--- config.mk ---
export PLATFORM = sky130hd
export DESIGN_NAME = unique_value_stack_min_max_top_flat
export DESIGN_NICKNAME = d
export VERILOG_FILES = /design/src/hw/rtl/uvsmm_pkg.sv /design/src/hw/rtl/uvsmm_if.sv /design/src/hw/rtl/unique_value_stack_min_max_top.sv /design/src/hw/rtl/uvsmm_scan.sv /design/src/flat_wrapper.sv
export SDC_FILE = /design/constraint.sdc
export NUM_CORES = 1
export LEC_CHECK = 0
export ABC_CLOCK_PERIOD_IN_PS = 15600
export BUFFER_PORTS_ARGS = -buffer_cell sky130_fd_sc_hd__buf_2
export CORE_MARGIN = 2
export CORE_UTILIZATION = 49
export CTS_CLUSTER_SIZE = 28
export DETAILED_ROUTE_END_ITERATION = 12
export GPL_ROUTABILITY_DRIVEN = 0
export PLACE_DENSITY = 0.74
export SLEW_MARGIN = 20
export SYNTH_ARGS = -nofsm -noshare
export SYNTH_HDL_FRONTEND = slang
export SYNTH_SLANG_ARGS = --single-unit
--- constraint.sdc ---
create_clock -name clk -period 15.6 [get_ports clk]
set_input_delay 2.34 -clock clk [delete_from_list [all_inputs] [get_ports clk]]
set_output_delay 2.34 -clock clk [all_outputs]
set_load 0.01 [all_outputs]
--- src/hw/rtl/uvsmm_pkg.sv ---
`timescale 1ns / 1ps
// ----------------------------------------------------------------------------
// uvsmm_pkg - shared types and codes for the unique value stack
// Command and status codes and the status bundle of the scan unit.
// ----------------------------------------------------------------------------
package uvsmm_pkg;

  localparam logic [1:0] CMD_PUSH = 2'd0;
  localparam logic [1:0] CMD_POP  = 2'd1;
  localparam logic [1:0] CMD_FIND = 2'd2;

  localparam logic [1:0] ST_OK    = 2'd0;
  localparam logic [1:0] ST_DUP   = 2'd1;
  localparam logic [1:0] ST_EMPTY = 2'd2;
  localparam logic [1:0] ST_FULL  = 2'd3;

  localparam logic signed [31:0] NEG_ONE32 = -32'sd1;
  localparam logic signed [4:0]  NEG_ONE5  = -5'sd1;

  // status of one scan pass over the stored entries
  typedef struct packed {
    logic               done;   // one-cycle pulse at end of pass
    logic               found;  // key matched some scanned entry
    logic               have;   // at least one entry scanned
    logic signed [31:0] lo;
    logic signed [31:0] hi;
  } scan_stat_t;

endpackage

--- src/hw/rtl/uvsmm_if.sv ---
`timescale 1ns / 1ps
// ----------------------------------------------------------------------------
// uvsmm_if - command and result channels
// Valid/ready channels; a beat moves when valid and ready are both high.
// ----------------------------------------------------------------------------
interface uvsmm_in_if;
  logic               valid;
  logic               ready;
  logic [1:0]         cmd;
  logic signed [31:0] value;

  modport source (output valid, output cmd, output value, input ready);
  modport sink   (input valid, input cmd, input value, output ready);
endinterface

interface uvsmm_out_if;
  logic               valid;
  logic               ready;
  logic [1:0]         status;
  logic [4:0]         count;
  logic signed [31:0] min_item;
  logic signed [31:0] max_item;
  logic signed [4:0]  position;

  modport source (output valid, output status, output count, output min_item,
                  output max_item, output position, input ready);
  modport sink   (input valid, input status, input count, input min_item,
                  input max_item, input position, output ready);
endinterface

--- src/hw/rtl/unique_value_stack_min_max_top.sv ---
`timescale 1ns / 1ps
// ----------------------------------------------------------------------------
// unique_value_stack_min_max_top - duplicate-free LIFO with min/max report
// Push, pop and find on a bounded stack of signed 32-bit values; each
// command beat yields one result beat with status, count, min, max, position.
// ----------------------------------------------------------------------------
//
//  channel  dir  payload                                       beat
//  in_ch    in   cmd[1:0], value[31:0]                         one command
//  out_ch   out  status, count[4:0], min_item, max_item,       one result
//                position[4:0]
//
//  Sweep: with n entries to sweep (count before the command, one less for
//  a pop on a non-empty stack), the result is loaded when the sweep is
//  done; the next command is taken in the cycle after that. The sweep reads
//  the entry RAM, which has one write port and one registered read port,
//  one entry per cycle.
//  Reset (rst, synchronous) empties the stack; entries are not cleared.
//  A finished result sits in the output register; a new command is taken
//  while it waits, and only the final step stalls if it is still not taken.
//
module unique_value_stack_min_max_top #(
  parameter int DEPTH = 16
) (
  input  logic        clk,
  input  logic        rst,
  uvsmm_in_if.sink    in_ch,
  uvsmm_out_if.source out_ch
);

  localparam int AW = (DEPTH > 1) ? $clog2(DEPTH) : 1;
  localparam int CW = $clog2(DEPTH + 1);

  localparam logic [1:0] S_IDLE = 2'd0;
  localparam logic [1:0] S_SCAN = 2'd1;
  localparam logic [1:0] S_FIN  = 2'd2;

  logic [1:0]         state;
  logic [1:0]         state_next;
  logic [CW-1:0]      fill;
  logic [CW-1:0]      fill_next;
  logic [1:0]         cmd;
  logic signed [31:0] val;

  // scan unit hookup
  logic                  start;
  logic [CW-1:0]         scan_n;
  logic                  we;
  uvsmm_pkg::scan_stat_t stat;
  logic [AW-1:0]         pos;

  // result in flight
  logic               out_valid;
  logic [1:0]         status;
  logic [4:0]         count;
  logic signed [31:0] min_item;
  logic signed [31:0] max_item;
  logic signed [4:0]  position;
  logic [1:0]         status_next;
  logic signed [31:0] min_next;
  logic signed [31:0] max_next;
  logic signed [4:0]  position_next;
  logic [31:0]        pos_wide;
  logic [31:0]        fill_wide;

  logic accept;
  logic load;

  assign in_ch.ready = (state == S_IDLE);
  assign accept      = in_ch.valid && in_ch.ready;
  assign start       = accept;
  // a pop leaves the top entry out of the sweep
  assign scan_n = (in_ch.cmd == uvsmm_pkg::CMD_POP && fill != '0) ? fill - 1'b1 : fill;

  uvsmm_scan #(
    .DEPTH (DEPTH),
    .AW    (AW),
    .CW    (CW)
  ) u_scan (
    .clk   (clk),
    .rst   (rst),
    .start (start),
    .n     (scan_n),
    .key   (in_ch.value),
    .we    (we),
    .waddr (fill[AW-1:0]),
    .wdata (val),
    .stat  (stat),
    .pos   (pos)
  );

  assign load = (state == S_FIN) && (!out_valid || out_ch.ready);

  // result of the command once the sweep is in
  always_comb begin
    status_next   = uvsmm_pkg::ST_OK;
    fill_next     = fill;
    we            = 1'b0;
    min_next      = stat.have ? stat.lo : uvsmm_pkg::NEG_ONE32;
    max_next      = stat.have ? stat.hi : uvsmm_pkg::NEG_ONE32;
    pos_wide      = 32'(pos);
    position_next = uvsmm_pkg::NEG_ONE5;
    case (cmd)
      uvsmm_pkg::CMD_PUSH: begin
        if (stat.found) begin
          status_next = uvsmm_pkg::ST_DUP;
        end else if (32'(fill) >= 32'(DEPTH)) begin
          status_next = uvsmm_pkg::ST_FULL;
        end else begin
          we        = load;
          fill_next = fill + 1'b1;
          min_next  = (!stat.have || val < stat.lo) ? val : stat.lo;
          max_next  = (!stat.have || val > stat.hi) ? val : stat.hi;
        end
      end
      uvsmm_pkg::CMD_POP: begin
        if (fill == '0) begin
          status_next = uvsmm_pkg::ST_EMPTY;
        end else begin
          fill_next = fill - 1'b1;
        end
      end
      uvsmm_pkg::CMD_FIND: begin
        if (stat.found) begin
          position_next = pos_wide[4:0];
        end
      end
      default: begin
      end
    endcase
    fill_wide = 32'(fill_next);
  end

  always_comb begin
    state_next = state;
    case (state)
      S_IDLE: begin
        if (accept) state_next = S_SCAN;
      end
      S_SCAN: begin
        if (stat.done) state_next = S_FIN;
      end
      S_FIN: begin
        if (load) state_next = S_IDLE;
      end
      default: state_next = S_IDLE;
    endcase
  end

  always_ff @(posedge clk) begin
    if (rst) begin
      state     <= S_IDLE;
      fill      <= '0;
      out_valid <= 1'b0;
    end else begin
      state <= state_next;
      if (load) begin
        fill      <= fill_next;
        out_valid <= 1'b1;
      end else if (out_ch.ready) begin
        out_valid <= 1'b0;
      end
    end
  end

  always_ff @(posedge clk) begin
    if (accept) begin
      cmd <= in_ch.cmd;
      val <= in_ch.value;
    end
    if (load) begin
      status   <= status_next;
      count    <= fill_wide[4:0];
      min_item <= min_next;
      max_item <= max_next;
      position <= position_next;
    end
  end

  assign out_ch.valid    = out_valid;
  assign out_ch.status   = status;
  assign out_ch.count    = count;
  assign out_ch.min_item = min_item;
  assign out_ch.max_item = max_item;
  assign out_ch.position = position;

`ifndef SYNTHESIS
  a_fill_bound: assert property (@(posedge clk) disable iff (rst)
    32'(fill) <= 32'(DEPTH))
    else $error("fill count above DEPTH");

  a_accept_leaves_idle: assert property (@(posedge clk) disable iff (rst)
    accept |=> (state == S_SCAN))
    else $error("command accepted but sweep not started");

  a_fill_only_at_finish: assert property (@(posedge clk) disable iff (rst)
    !load |=> $stable(fill))
    else $error("fill count moved outside the finish step");

  a_load_gives_valid: assert property (@(posedge clk) disable iff (rst)
    load |=> out_valid)
    else $error("result loaded but not offered");

  a_write_only_push: assert property (@(posedge clk) disable iff (rst)
    we |-> (cmd == uvsmm_pkg::CMD_PUSH && !stat.found && load))
    else $error("entry write outside an accepted push");
`endif

endmodule

--- src/hw/rtl/uvsmm_scan.sv ---
`timescale 1ns / 1ps
// ----------------------------------------------------------------------------
// uvsmm_scan - entry memory and scan unit
// Holds the stack entries in a RAM with a registered read and sweeps the lowest n
// entries, tracking key match, first match index, minimum and maximum.
// ----------------------------------------------------------------------------
module uvsmm_scan #(
  parameter int DEPTH = 16,
  parameter int AW    = 4,
  parameter int CW    = 5
) (
  input  logic                  clk,
  input  logic                  rst,
  input  logic                  start,
  input  logic [CW-1:0]         n,
  input  logic signed [31:0]    key,
  input  logic                  we,
  input  logic [AW-1:0]         waddr,
  input  logic signed [31:0]    wdata,
  output uvsmm_pkg::scan_stat_t stat,
  output logic [AW-1:0]         pos
);

  logic signed [31:0] mem [DEPTH];
  logic signed [31:0] rdata;

  logic               busy;
  logic [CW-1:0]      rd_cnt;
  logic [CW-1:0]      n_r;
  logic signed [31:0] key_r;
  logic               rd_vld;
  logic [AW-1:0]      rd_pos;
  logic               found;
  logic               have;
  logic signed [31:0] lo;
  logic signed [31:0] hi;
  logic               issue;
  logic               done;

  assign issue = busy && (rd_cnt < n_r);
  assign done  = busy && (rd_cnt == n_r) && !rd_vld;

  always_ff @(posedge clk) begin
    if (we) begin
      mem[waddr] <= wdata;
    end
    rdata <= mem[rd_cnt[AW-1:0]];
  end

  always_ff @(posedge clk) begin
    if (rst) begin
      busy   <= 1'b0;
      rd_vld <= 1'b0;
      rd_cnt <= '0;
      found  <= 1'b0;
      have   <= 1'b0;
    end else if (start) begin
      busy   <= 1'b1;
      rd_vld <= 1'b0;
      rd_cnt <= '0;
      found  <= 1'b0;
      have   <= 1'b0;
    end else if (busy) begin
      rd_vld <= issue;
      if (issue) begin
        rd_cnt <= rd_cnt + 1'b1;
      end
      if (rd_vld) begin
        have <= 1'b1;
        if (rdata == key_r) begin
          found <= 1'b1;
        end
      end
      if (done) begin
        busy <= 1'b0;
      end
    end
  end

  // payload side, no reset
  always_ff @(posedge clk) begin
    if (start) begin
      n_r   <= n;
      key_r <= key;
    end
    if (issue) begin
      rd_pos <= rd_cnt[AW-1:0];
    end
    if (busy && rd_vld) begin
      if (!found && rdata == key_r) begin
        pos <= rd_pos;
      end
      if (!have || rdata < lo) begin
        lo <= rdata;
      end
      if (!have || rdata > hi) begin
        hi <= rdata;
      end
    end
  end

  assign stat.done  = done;
  assign stat.found = found;
  assign stat.have  = have;
  assign stat.lo    = lo;
  assign stat.hi    = hi;

endmodule
--- src/flat_wrapper.sv ---
// flat-port wrapper written by rule: the top's interface ports become plain ports
module unique_value_stack_min_max_top_flat 
#(
  parameter int DEPTH = 16
)
  (clk, rst, in_ch_valid, in_ch_cmd, in_ch_value, in_ch_ready, out_ch_valid, out_ch_status, out_ch_count, out_ch_min_item, out_ch_max_item, out_ch_position, out_ch_ready);
  uvsmm_in_if in_ch_i ();
  uvsmm_out_if out_ch_i ();
  input  logic clk;
  input  logic rst;
  input wire logic [$bits(in_ch_i.valid)-1:0] in_ch_valid;
  input wire logic [$bits(in_ch_i.cmd)-1:0] in_ch_cmd;
  input wire logic [$bits(in_ch_i.value)-1:0] in_ch_value;
  output wire logic [$bits(in_ch_i.ready)-1:0] in_ch_ready;
  output wire logic [$bits(out_ch_i.valid)-1:0] out_ch_valid;
  output wire logic [$bits(out_ch_i.status)-1:0] out_ch_status;
  output wire logic [$bits(out_ch_i.count)-1:0] out_ch_count;
  output wire logic [$bits(out_ch_i.min_item)-1:0] out_ch_min_item;
  output wire logic [$bits(out_ch_i.max_item)-1:0] out_ch_max_item;
  output wire logic [$bits(out_ch_i.position)-1:0] out_ch_position;
  input wire logic [$bits(out_ch_i.ready)-1:0] out_ch_ready;
  assign in_ch_i.valid = in_ch_valid;
  assign in_ch_i.cmd = in_ch_cmd;
  assign in_ch_i.value = in_ch_value;
  assign in_ch_ready = in_ch_i.ready;
  assign out_ch_valid = out_ch_i.valid;
  assign out_ch_status = out_ch_i.status;
  assign out_ch_count = out_ch_i.count;
  assign out_ch_min_item = out_ch_i.min_item;
  assign out_ch_max_item = out_ch_i.max_item;
  assign out_ch_position = out_ch_i.position;
  assign out_ch_i.ready = out_ch_ready;
  unique_value_stack_min_max_top #(.DEPTH(DEPTH)) u_core (.clk(clk), .rst(rst), .in_ch(in_ch_i), .out_ch(out_ch_i));
endmodule
# Word-level counts from Yosys, hierarchy flattened
# Memories as Yosys holds them, arrays and structs flattened. A register that Yosys moved wholly into a read port is not among the register bits.
# Index checks and enable logic that the tools add are counted.
[totals] register_bits=204 ram_bits=512 output_inout_bits=78 word_cells=106 memories=1
[op_classes] addsub=3 magnitude_cmp=6 eq_ne=10 n_mux=34 n_reduce_logical=31
[mem_list] memory="u_core.u_scan.mem" depth=16 word_bits=32 rd=1 rd_clocked_by_memory_dff=1 wr=1 line_no="uvsmm_scan.sv:24" rtl="logic signed [31:0] mem [DEPTH];"
[ops] cell="32-bit two-way mux" count=10
[ops] cell="32-bit > comparator" count=2
[ops] cell="32-bit < comparator" count=2
[ops] cell="32-bit equality test" count=1
[ops] cell="5-bit two-way mux" count=5
[ops] cell="2-bit two-way mux" count=6
[ops] cell="2-bit AND reduction" count=6
[ops] cell="5-bit by 1-bit adder with 5-bit output (second input constant)" count=2
[ops] cell="1-bit two-way mux" count=10
[ops] cell="5-bit case mux with 2 select lines" count=1
[ops] cell="1-bit logical AND" count=8
[ops] cell="2-bit by 1-bit equality test with 1-bit output (second input constant)" count=3
[ops] cell="2-bit case mux with 3 select lines" count=1
[ops] cell="3-bit AND reduction" count=2
[ops] cell="5-bit equality test" count=1
[ops] cell="5-bit >= comparator (second input constant)" count=1
[ops] cell="5-bit zero test" count=1
[ops] cell="1-bit logical OR" count=5
[ops] cell="5-bit < comparator" count=1
[ops] cell="5-bit nonzero test" count=1
[ops] cell="5-bit by 1-bit subtractor with 5-bit output (second input constant)" count=1
[ops] cell="2-bit equality test (second input constant)" count=2
[ops] cell="1-bit zero test" count=4
[ops] cell="2-bit zero test" count=2
[ops] cell="other kinds (5)" count=6

# Longest topological paths before layout
# Gate-level depths: netlist of the first run.
[depth] word_depth=8 mapped_depth=11 mapped_depth_nobuf=10

# By module
# From an unflattened synthesis of the first run, not the netlist that was laid out.
[hier_totals] cells_unflattened=1762 area_unflattened_um2=32250.9
[by_module_without_submodules] mod="uvsmm_scan" instances=1 cells_each=1205 area_each_um2=25683.4 seq_area_each_um2=19468.7
[by_module_without_submodules] mod="unique_value_stack_min_max_top" instances=1 cells_each=557 area_each_um2=6567.5 seq_area_each_um2=3463.3

# Worst setup path after synthesis of the first run
# Ideal clock, no wire load.
[synth_path] kind="input-to-reg" startpoint="input port out_ch_ready" endpoint="memory u_core.u_scan.mem[11][0] (enable)" arrival_ns=6.772 setup_slack_ns=8.407 cell_stages=6 n_path_buf=1 path_cell_list="nand2b_1 -> nor2b_1 -> clkbuf_1 -> and2_1 -> nand2_1 -> nor2_1"
[synth_via] elab_chain_cells=7
[synth_lines] item="start: declaration" line_no="flat_wrapper.sv:21" rtl="input wire logic [$bits(out_ch_i.ready)-1:0] out_ch_ready;"
[synth_lines] item="1-bit logical OR" line_no="unique_value_stack_min_max_top.sv:92" rtl="assign load = (state == S_FIN) && (!out_valid || out_ch.ready);"
[synth_lines] item="1-bit logical AND" line_no="unique_value_stack_min_max_top.sv:92"
[synth_lines] item="via u_core.load" line_no="unique_value_stack_min_max_top.sv:67" rtl="logic load;"
[synth_lines] item="1-bit two-way mux" line_no="unique_value_stack_min_max_top.sv:107" rtl="end else if (32'(fill) >= 32'(DEPTH)) begin"
[synth_lines] item="1-bit two-way mux" line_no="unique_value_stack_min_max_top.sv:105" rtl="if (stat.found) begin"
[synth_lines] item="1-bit two-way mux" line_no="unique_value_stack_min_max_top.sv:103" rtl="case (cmd)"
[synth_lines] item="1-bit two-way mux" line_no="uvsmm_scan.sv:44" rtl="if (we) begin"
[synth_lines] item="1-bit two-way mux (not written as such)" line_no="uvsmm_scan.sv:45" rtl="mem[waddr] <= wdata;"
[synth_lines] item="end: declaration" line_no="uvsmm_scan.sv:24"
# The timed path passes the listed nets, and every way through them passes these cells.

# Final worst setup path of the first run
[layout_path] startpoint="input port out_ch_ready" endpoint="memory u_core.u_scan.mem[3][10] (enable)"
[layout_via] elab_chain_cells=7
[layout_lines] item="1-bit logical OR" line_no="unique_value_stack_min_max_top.sv:92"
[layout_lines] item="1-bit logical AND" line_no="unique_value_stack_min_max_top.sv:92"
[layout_lines] item="1-bit two-way mux" line_no="unique_value_stack_min_max_top.sv:107"
[layout_lines] item="1-bit two-way mux" line_no="unique_value_stack_min_max_top.sv:105"
[layout_lines] item="1-bit two-way mux" line_no="unique_value_stack_min_max_top.sv:103"
[layout_lines] item="1-bit two-way mux" line_no="uvsmm_scan.sv:44"
[layout_lines] item="1-bit two-way mux (not written as such)" line_no="uvsmm_scan.sv:45"
# Every way passes these cells.

==> flow_summary.toml, run 1 <==
[clock_network]
clk_latency_ns = 0.62
numClockSinks = 748
clockRootBuffer = "clkbuf_16"
cts_resized = 0
cts_buffers = 76
cts_buffer_depth = 3
cts_tree = "built"
h-tree-depth = 3
clk_pin_slew_ns = 0.06
post_cts_buffers = 0
postCtsHoldBufs = 0

[hold_path]
hold_path.class = "reg2reg"
min_path_cells = 0

[timing]
final-hold-violation-count = 0
fin_crit_ns = 4.32
setup_ws_ns = 11.28
setup_viol = 0
finalMaxSlewViolations = 0
relSlewSlack_pct = 25.2
grt_setup_unrepaired = "false"
finClkSkew_ns = 0.0286
finalSetupTns_ns = 0
tightest_slew_ns = 1.12
fmax_mhz = 231
final.period_utilization_pct = 27.7

[worst_setup_path]
r2r_cells = 4
critPathKind = "in2reg"
startpoint = "out_ch_ready"
critPathArrivalTime_ns = 4.54
crit_end = "u_core.u_scan.mem[3][10]$_DFFE_PP_"
startpoint_type = "input port"
path_max_fanout = 32
crit_required_ns = 15.82
rrSetupSlack_ns = 11.68
r2r_end = "u_core.u_scan.rdata[12]$_DFF_P_"
reg2reg_from = "u_core.u_scan.rd_cnt[0]$_SDFFE_PP0P_"
end_kind = "register"

[cells_and_area]
nFillCells = 4589
diodes = 0
final_nets = 1955
syn_to_final_growth_pct = 13.8
regArea_sq_um = 22000
layout-drive-gt1-share_pct = 25.4
multi_input_area_sq_um = 8390
layout_commonest_cell = "edfxtp_1"
final_cell_mix = "edfxtp_1 (699), mux4_2 (160), ha_1 (137)"

[logic_synthesis]
synth-compound-area-share_pct = 4.78
ys_async_sr_fraction_pct = 0
yosys.cell_types.count = 65
syn-instance-count = 1618
postSynthAreaPerCell_sq_um = 19.1
synth-edff-count = 699
synthAdderAreaFrac_pct = 5.56
syn-num-nets = 1793
ys_warn_count = 0
synth-seq-area-share_pct = 71.2
synthMuxAreaShare_pct = 11.9
synth_xor_area_share_pct = 1.25
synth-main-ff-cell = "edfxtp_1"
synth_top_family_by_area = "multiplexers"
synth_simple_gate_area_share_pct = 3.25
synth-seq-cells = 748
netlist_area_sq_um = 30800

[placement]
port_buffers = 115
dpl.hpwl_mm = 43.4
post-place-ws_ns = 10.63

[floorplanning]
fp.dieH_microns = 255
core_sq_um = 61900
die_width_microns = 255
dieArea_sq_um = 65000
start_util_pct = 49.8
rows = 91
io_pins = 116

[detailed_routing]
vias = 16000
drtPass1Iterations = 5
wl_mm = 67.9
ant_nets = 0
avgRoutedWirePerCell_microns = 25.3
drt_iter0_drc = 1684
via_per_inst = 5.98
drc = 0

[status]
outcome = "finished, final reports clean"

[power]
power.density_nw_per_um2 = 122
peakVddDrop_mv = 0.0817
p_total_mw = 4.28
power_leakage_nw = 11.8

[grt]
grt_pass1_wl_mm = 102
grt-ovfl-total = 0
grt_antenna_before_repair = 2
grt_max_degree = 70
grt_pass1_vias = 16000
grtUsageTotal_pct = 21.4

[job]
maxCapViolations = 0
## sequential cells by signal, summed over array words and instances, names as in the netlist, 4 cells and up
signal                  flops
u_core.u_scan.rd_pos        4
u_core.u_scan.pos           4
u_core.u_scan.lo           32
u_core.out_ch.max_item     32
u_core.out_ch.min_item     32
u_core.fill                 5
u_core.u_scan.n_r           5
u_core.out_ch.count         5
u_core.u_scan.rd_cnt        5
u_core.u_scan.mem         512
u_core.val                 32
u_core.out_ch.position      5
u_core.u_scan.hi           32
u_core.u_scan.rdata        32
## cells by family after synthesis
logic type,Yosys count
and+or+nand+nor,184
DFF,748
xor gates and xnor gates,44
buffers and inverters,137
adders and majority gates,137
muxes,166
AOI/OAI and AO/OA,202
## through the flow
step | instance area (sq um) | std cells | util (%) | hold WS, ns
after floorplan | 30800 | 1618 | - | 0.400
after global placement | 32500 | 2537 | 52.4 | 0.406
after detailed placement | 32500 | 2537 | 52.4 | 0.405
after CTS | 35000 | 2678 | 56.6 | 0.419
after global routing | 35100 | 2680 | 56.7 | 0.425
final | 35100 | 2680 | 56.7 | 0.423
## cell usage after synthesis (9+ instances only)
cell | instances | share of area (%)
xnor2_1 | 10 | 0.28
nor4_1 | 10 | 0.20
ha_1 | 137 | 5.6
edfxtp_1 | 699 | 68
inv_1 | 77 | 0.94
clkbuf_1 | 28 | 0.34
o21ai_0 | 16 | 0.26
dfxtp_1 | 49 | 3.2
buf_6 | 9 | 0.33
a21o_1 | 22 | 0.54
nand4_1 | 23 | 0.47
mux4_2 | 160 | 12
a21oi_1 | 49 | 0.80
buf_2 | 12 | 0.19
o22a_1 | 64 | 1.8
xor2_1 | 34 | 0.97
nor2_1 | 53 | 0.65
o21ai_1 | 9 | 0.15
a211oi_1 | 9 | 0.22
nand2_1 | 37 | 0.45
## worst max-delay path, cell delays in order
cell,delay [ns]
buf_2,0.07
nand2b_1,0.13
nor2b_4,0.46
and2_1,0.28
nand2_1,0.30
nor2_4,0.92
## report_power, final
group / switching [mW] / internal [mW]
logic: 0.108 / 0.0822
registers: 0.0370 / 2.21
clock network: 0.751 / 1.09
total: 0.896 / 3.38
## how the worst min path moves through the flow
stage	startpoint	end	slack (ns)
global placement	u_core.u_scan.rd_pos[1]$_DFFE_PP_	u_core.u_scan.pos[1]$_DFFE_PP_	0.41
finish	u_core.u_scan.rd_pos[3]$_DFFE_PP_	u_core.u_scan.pos[3]$_DFFE_PP_	0.42
global route	u_core.u_scan.rd_pos[3]$_DFFE_PP_	u_core.u_scan.pos[3]$_DFFE_PP_	0.42
CTS	u_core.u_scan.rd_pos[3]$_DFFE_PP_	u_core.u_scan.pos[3]$_DFFE_PP_	0.42
detailed placement	u_core.u_scan.rd_pos[3]$_DFFE_PP_	u_core.u_scan.pos[3]$_DFFE_PP_	0.41
floorplan	u_core.u_scan.rd_pos[0]$_DFFE_PP_	u_core.u_scan.pos[0]$_DFFE_PP_	0.40
## final cells by class
class                           instances  share of cell area (%)
Sequential cell                       748                    62.6
Multi-Input combinational cell        733                    23.9
Clock buffer                           99                    6.08
Tap cell                              837                    2.98
Timing Repair Buffer                  143                    2.33
Clock inverter                         42                    1.22
Inverter                               78                   0.834
## per-layer routing
layer,up-vias,track usage (%),share of wire [%]
met3,111,3.21,9.0
li1,6893,-,-
met5,-,0,0
met4,0,8.07,3.1
met2,774,31.7,45
met1,8250,32.4,43
(Power assumes the default switching activity.)
==> inputs of run 2 (changes only) <==
--- a/config.mk
+++ b/config.mk
@@ -5,14 +5,15 @@
 export SDC_FILE = /design/constraint.sdc
 export NUM_CORES = 1
 export LEC_CHECK = 0
-export ABC_CLOCK_PERIOD_IN_PS = 15600
+export ABC_AREA = 1
+export ABC_CLOCK_PERIOD_IN_PS = 3900
 export BUFFER_PORTS_ARGS = -buffer_cell sky130_fd_sc_hd__buf_2
 export CORE_MARGIN = 2
 export CORE_UTILIZATION = 49
 export CTS_CLUSTER_SIZE = 28
 export DETAILED_ROUTE_END_ITERATION = 12
 export GPL_ROUTABILITY_DRIVEN = 0
-export PLACE_DENSITY = 0.74
+export PLACE_DENSITY = 0.76
 export SLEW_MARGIN = 20
 export SYNTH_ARGS = -nofsm -noshare
 export SYNTH_HDL_FRONTEND = slang
==> constraint.sdc (replaced) <==
create_clock -name clk -period 3.9 [get_ports clk]
set_input_delay 0.585 -clock clk [delete_from_list [all_inputs] [get_ports clk]]
set_output_delay 0.585 -clock clk [all_outputs]
set_load 0.01 [all_outputs]
==> run 2 against run 1 <==
Net effect:
- clock-buffer cell count decreased by 1
- area after synthesis increased by 6.4%
- sequential cell count unchanged
- largest cell class unchanged
==> flow_summary.toml, run 2 <==
[worst_setup_path]
r2r_end = "u_core.out_ch.min_item[5]$_DFFE_PP_"
critPathKind = "reg2reg"
critPathArrivalTime_ns = 3.65
r2r_cells = 17
end_kind = "register"
reg2reg_from = "u_core.val[1]$_DFFE_PP_"
startpoint_type = "register"
crit_required_ns = 4.26
startpoint = "u_core.val[1]$_DFFE_PP_"
path_max_fanout = 32
rrSetupSlack_ns = 0.61
crit_end = "u_core.out_ch.min_item[5]$_DFFE_PP_"

[cells_and_area]
utilization_pct = 56.4
top_register = "u_core.u_scan.mem"
largest_reg_flops = 512
diodes = 0
fin_cells = 3785
final_cell_mix = "edfxtp_1 (699), nand2_1 (344), nor2_1 (335)"
final_nets = 3035
layout-drive-gt1-share_pct = 12.8
syn_to_final_growth_pct = 13.4
layout_commonest_cell = "edfxtp_1"

[timing]
finClkSkew_ns = 0.0438
finalMaxSlewViolations = 0
tightest_slew_ns = 1.17
relSlewSlack_pct = 22.1
final-hold-violation-count = 0
setup_viol = 0
fin_crit_ns = 3.29
final.period_utilization_pct = 84.3
grt_setup_unrepaired = "false"
fmax_mhz = 304

[logic_synthesis]
netlist_top_cells_count = "edfxtp_1 (699), nor2_1 (354), nand2_1 (344)"
ys_async_sr_fraction_pct = 0
ys_warn_count = 0
yosys.cell_types.count = 54
netlist_area_sq_um = 32800
syn-num-nets = 2898
yosysTopAreaCell = "edfxtp_1"
postSynthAreaPerCell_sq_um = 12.0
syn-instance-count = 2723
synth_top_area_share_pct = 64.0
synth-main-ff-cell = "edfxtp_1"
ys_top_cells_by_area = "edfxtp_1 (64%), ha_1 (5.2%), nor2_1 (4.0%), nand2_1 (3.9%), dfxtp_1 (3.0%)"
yosysMostFrequentCell = "edfxtp_1"
synth-seq-area-share_pct = 67.0
synth-edff-count = 699
synth-seq-cells = 748

[placement]
dpl.hpwl_mm = 56.8
place_inst = 3644
port_buffers = 115

[clock_network]
post_cts_buffers = 0
cts_resized = 0
h-tree-depth = 3
clockRootBuffer = "clkbuf_16"
cts_buffers = 78
numClockSinks = 748
cts_tree = "built"
clk_pin_slew_ns = 0.06
cts_buffer_depth = 3
postCtsHoldBufs = 0
clk_latency_ns = 0.64

[detailed_routing]
drtPass1Iterations = 6
vias = 23400
wl_met1_mm = 34.7
wl_mm = 94.0
wl_met3_mm = 11.7
avgRoutedWirePerCell_microns = 24.8
ant_nets = 0
via_per_inst = 6.17
top_layer = "met4"
dr_wl_met2_mm = 42.9
drt_iter0_drc = 3343
drc = 0

[floorplanning]
rows = 94
core_sq_um = 66000
die_width_microns = 263
fp.dieH_microns = 263
io_pins = 116
dieArea_sq_um = 69000
start_util_pct = 49.7

[power]
power_leakage_nw = 13.5
seqPwrFrac_pct = 52.5
clock_power_share_pct = 42.2
swShare_pct = 22.7
p_switching_mw = 3.91
power.density_nw_per_um2 = 462
p_int_mw = 13.3
peakVddDrop_mv = 0.349
comb_power_share_pct = 5.3

[status]
outcome = "finished, final reports clean"

[grt]
grt-ovfl-total = 0
grt_antenna_before_repair = 2
grt_pass1_vias = 22800
grt_pass1_wl_mm = 139
grtUsageTotal_pct = 26.8
grt_max_degree = 261

[job]
maxCapViolations = 0

[hold_path]
hold_path.class = "in2reg"
## run 2: changes by cell type after synthesis, moves of 30 or more
cell and delta:
inv_1 +134, o221ai_1 +57, a21oi_1 +30, clkbuf_1 +54, o21ai_0 +155, o32ai_1 +72, nand3_1 +162, nor2_1 +301
o22a_1 -64, nand2_1 +307, mux2i_1 +51, mux4_2 -160
## run 2: how the worst min path moves through the flow
stage	end	from	cells after the start
after floorplan	u_core.u_scan.pos[0]$_DFFE_PP_	u_core.u_scan.rd_pos[0]$_DFFE_PP_	0
after global placement	u_core.u_scan.pos[1]$_DFFE_PP_	u_core.u_scan.rd_pos[1]$_DFFE_PP_	0
after detailed placement	u_core.u_scan.pos[3]$_DFFE_PP_	u_core.u_scan.rd_pos[3]$_DFFE_PP_	0
after CTS	u_core.val[20]$_DFFE_PP_	in_ch_value[20]	1
after global routing	u_core.val[20]$_DFFE_PP_	in_ch_value[20]	1
final	u_core.val[27]$_DFFE_PP_	in_ch_value[27]	1
## run 2: power by group through the flow
stage / combinational, mW / sequential (mW) / clock (mW)
detailed placement: 0.881 / 9.18 / 0
global placement: 0.846 / 9.18 / 0
CTS: 0.890 / 9.01 / 7.30
global route: 0.993 / 9.02 / 7.61
finish: 0.912 / 9.02 / 7.27
floorplan: 0.552 / 9.12 / 0
## run 2: critical path, stage by stage, from the launching register on
cell      delay [ns]
edfxtp_1        0.92
ha_1            0.36
nand2_1         0.07
nand2_1         0.04
nand2_1         0.05
nand2_1         0.05
nand2_1         0.05
nand2_1         0.06
nand2_1         0.06
nand2_1         0.16
nand2_2         0.12
nand2_1         0.07
nand2_2         0.09
nand3_4         0.47
nand2_2         0.21
nand3_1         0.09
nand2_1         0.08
inv_1           0.04
## run 2: per-stage QoR
| step | setup WS, ns | total power, mW | TNS, ns | hold WS, ns | area (sq um) |
|---|---|---|---|---|---|
| 2_1_floorplan | -0.181 | 9.67 | -92.58 | 0.400 | 32800 |
| 3_3_place_gp | 0.859 | 10.0 | 0 | 0.405 | 34700 |
| 3_5_place_dp | 0.773 | 10.1 | 0 | 0.407 | 34700 |
| 4_1_cts | 0.740 | 17.2 | 0 | 0.0997 | 37200 |
| 5_1_grt | 0.473 | 17.6 | 0 | 0.108 | 37200 |
| 6_report | 0.614 | 17.2 | 0 | 0.118 | 37200 |
## run 2: kinds of logic (layout without fill, tap and decap cells)
family / after synthesis / in the layout / synth area share [%]
compound gates: 421 / 421 / 8.19
xor+xnor: 20 / 20 / 0.534
fa+ha+maj: 137 / 137 / 5.22
buf+inv: 350 / 548 / 4.36
flops: 748 / 748 / 67.0
mux: 57 / 57 / 1.74
simple gates: 990 / 990 / 13.0
## run 2: per-layer routing
layer	global-route usage, %	vias up
met5	0	-
met4	12.6	0
met3	6.02	318
met2	42.2	1579
met1	35.5	11300
li1	-	10100
## run 2: cell type report
class / instances / area, sq um
Fill cell: 5135 / 28800
Sequential cell: 748 / 22000
Multi-Input combinational cell: 1625 / 9570
Clock buffer: 98 / 2080
Timing Repair Buffer: 190 / 1250
Tap cell: 864 / 1080
Inverter: 217 / 820
Clock inverter: 43 / 420
